--- config.mk ---
export PLATFORM = sky130hd
export DESIGN_NAME = parity_steered_deque
export DESIGN_NICKNAME = d
export VERILOG_FILES = /design/src/psdq_pkg.sv /design/src/parity_steered_deque.sv
export SDC_FILE = /design/constraint.sdc
export NUM_CORES = 1
export LEC_CHECK = 0
export BUFFER_PORTS_ARGS = -buffer_cell sky130_fd_sc_hd__buf_4
export CAP_MARGIN = 20
export CORE_MARGIN = 2
export CORE_UTILIZATION = 35
export CTS_CLUSTER_SIZE = 16
export DETAILED_ROUTE_END_ITERATION = 10
export PLACE_DENSITY = 0.47
export SLEW_MARGIN = 20
export SYNTH_ARGS = -nofsm -noshare
export SYNTH_HDL_FRONTEND = slang
export SYNTH_SLANG_ARGS = --single-unit
--- constraint.sdc ---
create_clock -name i_clk -period 5.7 [get_ports i_clk]
set_input_delay 0.57 -clock i_clk [delete_from_list [all_inputs] [get_ports i_clk]]
set_output_delay 0.57 -clock i_clk [all_outputs]
set_load 0.1 [all_outputs]
--- src/psdq_pkg.sv ---
package psdq_pkg;

    // Result status codes.
    localparam logic [1:0] ST_DONE  = 2'd0;
    localparam logic [1:0] ST_FULL  = 2'd1;
    localparam logic [1:0] ST_SHORT = 2'd2;

    // Operation codes carried by an input item.
    localparam logic [1:0] MODE_PUSH   = 2'd0;
    localparam logic [1:0] MODE_PARITY = 2'd1;
    localparam logic [1:0] MODE_RECENT = 2'd2;
    localparam logic [1:0] MODE_NONE   = 2'd3;

    // Sequencer step addresses.
    localparam int STEP_W = 3;
    localparam logic [STEP_W-1:0] SP_FETCH = 3'd0;
    localparam logic [STEP_W-1:0] SP_PUSH  = 3'd1;
    localparam logic [STEP_W-1:0] SP_PPOP  = 3'd2;
    localparam logic [STEP_W-1:0] SP_RCHK  = 3'd3;
    localparam logic [STEP_W-1:0] SP_RREAD = 3'd4;
    localparam logic [STEP_W-1:0] SP_RPOP  = 3'd5;
    localparam logic [STEP_W-1:0] SP_DONE  = 3'd6;

    // Datapath operations selected by a control word.
    localparam logic [2:0] OP_NOP   = 3'd0;
    localparam logic [2:0] OP_LATCH = 3'd1;
    localparam logic [2:0] OP_PUSH  = 3'd2;
    localparam logic [2:0] OP_PPOP  = 3'd3;
    localparam logic [2:0] OP_RCHK  = 3'd4;
    localparam logic [2:0] OP_RREAD = 3'd5;
    localparam logic [2:0] OP_RPOP  = 3'd6;
    localparam logic [2:0] OP_DONE  = 3'd7;

    // Next-step conditions.
    localparam logic [2:0] C_NEXT     = 3'd0;
    localparam logic [2:0] C_JUMP     = 3'd1;
    localparam logic [2:0] C_DISPATCH = 3'd2;
    localparam logic [2:0] C_LEFT0    = 3'd3;
    localparam logic [2:0] C_OUTFREE  = 3'd4;

    typedef struct packed {
        logic [2:0]        op;
        logic [2:0]        cond;
        logic [STEP_W-1:0] target;
    } t_ctrl;

    // The control program.
    function automatic t_ctrl ucode(input logic [STEP_W-1:0] step);
        t_ctrl w;
        unique case (step)
            SP_FETCH: w = '{op: OP_LATCH, cond: C_DISPATCH, target: SP_FETCH};
            SP_PUSH:  w = '{op: OP_PUSH,  cond: C_JUMP,     target: SP_DONE};
            SP_PPOP:  w = '{op: OP_PPOP,  cond: C_JUMP,     target: SP_DONE};
            SP_RCHK:  w = '{op: OP_RCHK,  cond: C_NEXT,     target: SP_FETCH};
            SP_RREAD: w = '{op: OP_RREAD, cond: C_LEFT0,    target: SP_DONE};
            SP_RPOP:  w = '{op: OP_RPOP,  cond: C_JUMP,     target: SP_RREAD};
            SP_DONE:  w = '{op: OP_DONE,  cond: C_OUTFREE,  target: SP_FETCH};
            default:  w = '{op: OP_NOP,   cond: C_JUMP,     target: SP_FETCH};
        endcase
        return w;
    endfunction

    // Entry step of the routine for each operation code.
    function automatic logic [STEP_W-1:0] mode_entry(input logic [1:0] mode);
        logic [STEP_W-1:0] s;
        unique case (mode)
            MODE_PUSH:   s = SP_PUSH;
            MODE_PARITY: s = SP_PPOP;
            MODE_RECENT: s = SP_RCHK;
            MODE_NONE:   s = SP_DONE;
        endcase
        return s;
    endfunction

endpackage

--- src/parity_steered_deque.sv ---
// Parity steered deque.
// Input channel: i_in_valid / o_in_stall carry one item (mode, value and the
// three pop counts). An item is taken on a rising edge where i_in_valid is high
// and o_in_stall is low. Output channel: o_out_valid / i_out_stall carry one
// result item (status and the total, even and odd counts) for every input item.
// The unused mode goes straight to the final step, a push or a parity pop
// runs one step before it, and a recency pop runs a check step and a tag
// read step, then a removal step and a further read step per entry. A new
// item can be taken in the cycle after its predecessor's result is loaded,
// so one item is finished before the next is taken. The control program
// runs one step per cycle unless it waits for an item or a free output
// register; each removal compares front and back tags read in the prior step.
// A synchronous low reset empties the deque, clears the sequence counter and
// parks the sequencer at its fetch step; the tag store is not cleared.
// When the receiver stalls, the result waits in the output register; the next
// item is still accepted and processed, and its result waits in the final step
// until the output register is free.
module parity_steered_deque
    import psdq_pkg::*;
#(
    parameter int DEPTH = 16
) (
    input  logic               i_clk,
    input  logic               i_rst_n,
    input  logic               i_in_valid,
    output logic               o_in_stall,
    input  logic [1:0]         i_mode,
    input  logic signed [31:0] i_value,
    input  logic [4:0]         i_even_pops,
    input  logic [4:0]         i_odd_pops,
    input  logic [4:0]         i_recent_pops,
    output logic               o_out_valid,
    input  logic               i_out_stall,
    output logic [1:0]         o_status,
    output logic [4:0]         o_total_held,
    output logic [4:0]         o_evens_held,
    output logic [4:0]         o_odds_held
);

    // Ring index, count and sum widths; the sum holds values below twice DEPTH.
    localparam int AW   = $clog2(DEPTH);
    localparam int CW   = $clog2(DEPTH + 1);
    localparam int SW   = AW + 1;
    localparam int CMPW = (CW > 5) ? CW : 5;

    // Sequencer and datapath state.
    logic [STEP_W-1:0] r_step, n_step;
    logic [AW-1:0]     r_front, n_front;
    logic [CW-1:0]     r_even, n_even;
    logic [CW-1:0]     r_odd, n_odd;
    logic [31:0]       r_seq, n_seq;
    logic [1:0]        r_status, n_status;
    logic              r_par, n_par;
    logic [4:0]        r_ne, n_ne;
    logic [4:0]        r_no, n_no;
    logic [4:0]        r_nr, n_nr;
    logic [4:0]        r_left, n_left;
    logic [31:0]       r_ftag, r_btag;

    // Output register.
    logic              r_out_valid, n_out_valid;
    logic [1:0]        r_o_status, n_o_status;
    logic [4:0]        r_o_total, n_o_total;
    logic [4:0]        r_o_even, n_o_even;
    logic [4:0]        r_o_odd, n_o_odd;

    // Tag store, one entry per ring slot.
    logic [31:0]       r_tags [DEPTH];

    t_ctrl             w_ctrl;
    logic              w_accept;
    logic              w_out_free;
    logic [CW-1:0]     w_held;
    logic [AW-1:0]     w_back_slot;
    logic [AW-1:0]     w_push_slot;
    logic [AW-1:0]     w_front_dec;
    logic [AW-1:0]     w_front_inc;
    logic [AW-1:0]     w_front_ne;
    logic              w_we;
    logic [AW-1:0]     w_waddr;
    logic [31:0]       w_wdata;

    // Reduce a sum below twice DEPTH to a ring slot.
    function automatic logic [AW-1:0] wrap(input logic [SW-1:0] s);
        logic [SW-1:0] r;
        r = (s >= SW'(DEPTH)) ? s - SW'(DEPTH) : s;
        return r[AW-1:0];
    endfunction

    // Counts are reported in five bits.
    function automatic logic [4:0] cnt5(input logic [CW-1:0] x);
        logic [CMPW-1:0] e;
        e = CMPW'(x);
        return e[4:0];
    endfunction

    function automatic logic [CMPW-1:0] ext_c(input logic [CW-1:0] x);
        return CMPW'(x);
    endfunction

    function automatic logic [CMPW-1:0] ext_p(input logic [4:0] x);
        return CMPW'(x);
    endfunction

    assign w_ctrl      = ucode(r_step);
    assign o_in_stall  = (r_step != SP_FETCH);
    assign w_accept    = i_in_valid && (r_step == SP_FETCH);
    assign w_out_free  = !r_out_valid || !i_out_stall;
    assign w_held      = r_even + r_odd;

    // The back slot tag is only compared while at least one entry is held.
    assign w_back_slot = wrap(SW'(r_front) + SW'(w_held) - SW'(1));
    assign w_push_slot = wrap(SW'(r_front) + SW'(w_held));
    assign w_front_inc = wrap(SW'(r_front) + SW'(1));
    assign w_front_ne  = wrap(SW'(r_front) + SW'(r_ne));
    assign w_front_dec = (r_front == '0) ? AW'(DEPTH - 1) : r_front - AW'(1);

    always_comb begin
        n_step      = r_step;
        n_front     = r_front;
        n_even      = r_even;
        n_odd       = r_odd;
        n_seq       = r_seq;
        n_status    = r_status;
        n_par       = r_par;
        n_ne        = r_ne;
        n_no        = r_no;
        n_nr        = r_nr;
        n_left      = r_left;
        n_o_status  = r_o_status;
        n_o_total   = r_o_total;
        n_o_even    = r_o_even;
        n_o_odd     = r_o_odd;
        n_out_valid = r_out_valid && i_out_stall;
        w_we        = 1'b0;
        w_waddr     = w_push_slot;
        w_wdata     = r_seq + 32'd1;

        unique case (w_ctrl.op)
            OP_LATCH: begin
                if (w_accept) begin
                    n_par    = i_value[0];
                    n_ne     = i_even_pops;
                    n_no     = i_odd_pops;
                    n_nr     = i_recent_pops;
                    n_status = ST_DONE;
                end
            end
            OP_PUSH: begin
                if (ext_c(w_held) >= CMPW'(DEPTH)) begin
                    n_status = ST_FULL;
                end else begin
                    n_seq = r_seq + 32'd1;
                    w_we  = 1'b1;
                    if (!r_par) begin
                        // Evens enter at the front, one slot before it.
                        n_front = w_front_dec;
                        w_waddr = w_front_dec;
                        n_even  = r_even + CW'(1);
                    end else begin
                        n_odd   = r_odd + CW'(1);
                    end
                end
            end
            OP_PPOP: begin
                if (ext_p(r_ne) > ext_c(r_even) || ext_p(r_no) > ext_c(r_odd)) begin
                    n_status = ST_SHORT;
                end else begin
                    n_front = w_front_ne;
                    n_even  = r_even - CW'(r_ne);
                    n_odd   = r_odd - CW'(r_no);
                end
            end
            OP_RCHK: begin
                if (ext_p(r_nr) > ext_c(w_held)) begin
                    n_status = ST_SHORT;
                    n_left   = 5'd0;
                end else begin
                    n_left   = r_nr;
                end
            end
            OP_RPOP: begin
                n_left = r_left - 5'd1;
                // Held entries are all evens followed by all odds, so the
                // parity of an end entry follows from the counts.
                if (w_held == CW'(1) || r_ftag > r_btag) begin
                    n_front = w_front_inc;
                    if (r_even != '0) begin
                        n_even = r_even - CW'(1);
                    end else begin
                        n_odd  = r_odd - CW'(1);
                    end
                end else begin
                    if (r_odd != '0) begin
                        n_odd  = r_odd - CW'(1);
                    end else begin
                        n_even = r_even - CW'(1);
                    end
                end
            end
            OP_DONE: begin
                if (w_out_free) begin
                    n_out_valid = 1'b1;
                    n_o_status  = r_status;
                    n_o_total   = cnt5(w_held);
                    n_o_even    = cnt5(r_even);
                    n_o_odd     = cnt5(r_odd);
                end
            end
            OP_RREAD, OP_NOP: begin
            end
        endcase

        unique case (w_ctrl.cond)
            C_NEXT:     n_step = r_step + STEP_W'(1);
            C_JUMP:     n_step = w_ctrl.target;
            C_DISPATCH: n_step = w_accept ? mode_entry(i_mode) : r_step;
            C_LEFT0:    n_step = (r_left == 5'd0) ? w_ctrl.target : r_step + STEP_W'(1);
            C_OUTFREE:  n_step = w_out_free ? w_ctrl.target : r_step;
            default:    n_step = SP_FETCH;
        endcase
    end

    always_ff @(posedge i_clk) begin
        if (!i_rst_n) begin
            r_step      <= SP_FETCH;
            r_front     <= '0;
            r_even      <= '0;
            r_odd       <= '0;
            r_seq       <= '0;
            r_out_valid <= 1'b0;
        end else begin
            r_step      <= n_step;
            r_front     <= n_front;
            r_even      <= n_even;
            r_odd       <= n_odd;
            r_seq       <= n_seq;
            r_out_valid <= n_out_valid;
        end
    end

    always_ff @(posedge i_clk) begin
        r_status   <= n_status;
        r_par      <= n_par;
        r_ne       <= n_ne;
        r_no       <= n_no;
        r_nr       <= n_nr;
        r_left     <= n_left;
        r_o_status <= n_o_status;
        r_o_total  <= n_o_total;
        r_o_even   <= n_o_even;
        r_o_odd    <= n_o_odd;
    end

    // Tag store: one write port, two registered read ports.
    always_ff @(posedge i_clk) begin
        if (w_we) begin
            r_tags[w_waddr] <= w_wdata;
        end
        if (w_ctrl.op == OP_RREAD) begin
            r_ftag <= r_tags[r_front];
            r_btag <= r_tags[w_back_slot];
        end
    end

    assign o_out_valid  = r_out_valid;
    assign o_status     = r_o_status;
    assign o_total_held = r_o_total;
    assign o_evens_held = r_o_even;
    assign o_odds_held  = r_o_odd;

endmodule

==> metrics.cfg <==
[cts]
hold_buffers=0
cts_resized=0
clkTransAtPathRegs_ns=0.06
cts_buffer_depth=3
cts.sinks=666
post_cts_buffers=0
cts_buffers=76
htreeDepth=3
cts-root-buf=clkbuf_16
clock_latency_ns=0.63
cts_tree=done

[floorplanning]
num_rows=110
start_util_pct=35.3
die_area_um2=93300
io_pins=72
die-height_um=305
core_area_um2=90000
die_x_um=305

[setup_path]
crit_chain=inv_1 -> ha_1 -> nor4b_1 -> o21ai_0 -> inv_1 -> nand2_1 -> buf_4 -> nor2_1 -> mux2_2 -> or2_2 -> nor2_4 -> buf_12
crit_top_cell=inv_1
required_ns=6.01
startpoint_type=flip-flop
max_stage_delay_ns=0.62
cp_slowest_cell=nor2_4
critPathArrivalTime_ns=4.63
cp-end-kind=flip-flop
critPathMaxFanout=15
r2r_slack_ns=1.38
r2r_start=r_step[0]
rr_endpoint=r_tags[4][5]
startpoint=r_step[0]
worst-r2r-cell-count=12
critical_path_class=flip-flop to flip-flop

[worst_hold_path]
hold_end=r_nr[0]
min_path_type=input port to flip-flop
worstHoldStart=i_recent_pops[0]
min_path_cells=1

[global_route]
grt_use_total_pct=18.2
antenna_found_initial=1
grt_pass1_wl_um=124000
grt_max_degree=97
grt-ovfl-total=0
grt_pass1_vias=18500

[logic_synthesis]
ys_seq_area_share_pct=61.3
synth-compound-area-share_pct=3.63
yosysUniqueCellTypes=64
syn_inst=1846
async_reset_ff_share_pct=0
syn_area_per_cell_um2=17.2
ys.warnings.count=0
synthAdderAreaFrac_pct=3.43
synth_area_um2=31800
synth_edf_count=616
synth_top_area_share_pct=58.2
synth_area_leader_cell=edfxtp_1
synth_xor_area_share_pct=2.31
synth.area.top_cells=edfxtp_1 (58%), mux4_2 (20%), dfxtp_1 (3.1%), ha_1 (3.0%), mux2i_1 (1.5%)
ys.flop_type=edfxtp_1
syn_nets=1982
synth_top_family_by_area=multiplexers
synth_seq_cells=666
synth_mux_area_share_pct=21.9
synthSimpleGateAreaFrac_pct=5.22

[run_status]
run_status=completed

[timing]
fmax_mhz=231
fin_crit_ns=4.32
max_slew_margin_pct=30.3
finalCritPeriodShare_pct=75.8
worst_pin_slew_ns=1.04
fin_skew_ns=0.0261
hold_ws_ns=0.122
drv_slew=0
final_hold_viol_count=0
setup-violations-final=0
rsz0062_at_grt=no
finalSetupTns_ns=0

[finish]
nNetsFinal=2046
num_antenna_cells=0
drive_above_1_share_pct=27.7
post-route-util_pct=40.6
syn_to_final_growth_pct=15.0

[power]
peakVddDrop_uv=1150
power.density_nw_per_um2=589
power.leakage_nw=11.2
total_power_mw=21.5

[drt]
vias_per_cell=5.58
detail-route-antenna-nets=0
dr.pass1.iters=5
drc=0
wirelength_um=84300
wire_per_inst_um=26.8
drt_iter0_drc=1445
vias=17500

[job]
maxCapViolations=0

[placed_design]
dpl.hpwl_um=48400
io_buffer_count=40
place.gp.congestion=0.781

cell usage after synthesis, types with 17 or more instances:
cell type  number
a211oi_1       33
a21oi_1        63
and2_1         32
buf_1          24
clkbuf_1       63
dfxtp_1        50
edfxtp_1      616
ha_1           76
inv_1          71
mux2i_1        47
mux4_2        288
nand2_1        79
nand3_1        24
nor2_1         62
nor2b_1        51
nor3_1         17
o21ai_0        32
xnor2_1        48
xor2_1         34
placed cells by master (no fill, tap or decap), types with 46 or more instances in the layout:
cell | Yosys | layout
mux2i_1 | 47 | 47
edfxtp_1 | 616 | 616
nor2b_1 | 51 | 51
a21oi_1 | 63 | 62
clkbuf_16 | 0 | 78
nand2_1 | 79 | 79
buf_4 | 1 | 68
mux4_2 | 288 | 288
ha_1 | 76 | 74
dfxtp_1 | 50 | 46
inv_1 | 71 | 71
cell type report:
| type | instances | area (um2) |
|---|---|---|
| clock buffers | 95 | 2050 |
| clock inverters | 41 | 379 |
| fillers | 8103 | 53500 |
| inverters | 72 | 273 |
| multi-input cells | 1004 | 11900 |
| flip-flops and latches | 666 | 19500 |
| well taps | 1176 | 1470 |
| repair buffers | 90 | 951 |
how the worst max path moves through the flow:
| stage | to | depth (start not counted) |
|---|---|---|
| after CTS | r_tags[6][21] | 12 |
| after global placement | r_tags[6][30] | 12 |
| final | r_tags[4][5] | 12 |
| after floorplan | r_tags[6][0] | 10 |
| after detailed placement | r_tags[6][30] | 12 |
| after global routing | r_tags[4][21] | 12 |
flip-flops by register name, indices dropped and copies added (netlist names):
| register | cells |
|---|---|
| o_evens_held | 5 |
| o_odds_held | 5 |
| o_out_valid | 1 |
| o_status | 2 |
| o_total_held | 5 |
| r_btag | 32 |
| r_even | 5 |
| r_front | 4 |
| r_ftag | 32 |
| r_left | 5 |
| r_ne | 5 |
| r_no | 5 |
| r_nr | 5 |
| r_odd | 5 |
| r_par | 1 |
| r_seq | 32 |
| r_status | 2 |
| r_step | 3 |
| r_tags | 512 |
routing by layer:
layer | GRT usage (%) | vias to the layer above | routed length [um]
met5 | 0 | - | 0
met2 | 31.3 | 442 | 42500
li1 | - | 7566 | -
met3 | 2.85 | 103 | 3660
met4 | 4.20 | 0 | 1590
met1 | 24.4 | 9432 | 36500
report_power, final:
| group | total (mW) | internal (mW) | switching [mW] |
|---|---|---|---|
| Sequential | 6.51 | 6.17 | 0.339 |
| Combinational | 10.2 | 4.36 | 5.88 |
| Clock | 4.80 | 2.82 | 1.98 |
kinds of logic (layout without fill, tap and decap cells):
group,count (synthesis),count (layout)
simple gates,319,319
xor+xnor,83,83
mux,336,336
buf+inv,176,298
flops,666,666
fa+ha+maj,83,83
compound gates,183,183
stage by stage:
| step | instances | instance area (um2) | worst slack [ns] |
|---|---|---|---|
| after floorplan | 1846 | 31800 | 1.40 |
| after global placement | 3007 | 34000 | 1.42 |
| after detailed placement | 3008 | 34000 | 1.38 |
| final | 3144 | 36600 | 1.38 |
| after global routing | 3144 | 36600 | 1.04 |
| after CTS | 3144 | 36500 | 1.36 |
worst max-delay path: cells and delay by family (launching register included):
family / cells / cell delay [ns]
compound gates: 1 / 0.28
simple gates: 5 / 1.67
mux: 1 / 0.40
flops: 1 / 0.44
buf+inv: 4 / 0.85
fa+ha+maj: 1 / 0.35
Note: power is estimated with default switching activity, not from simulation.
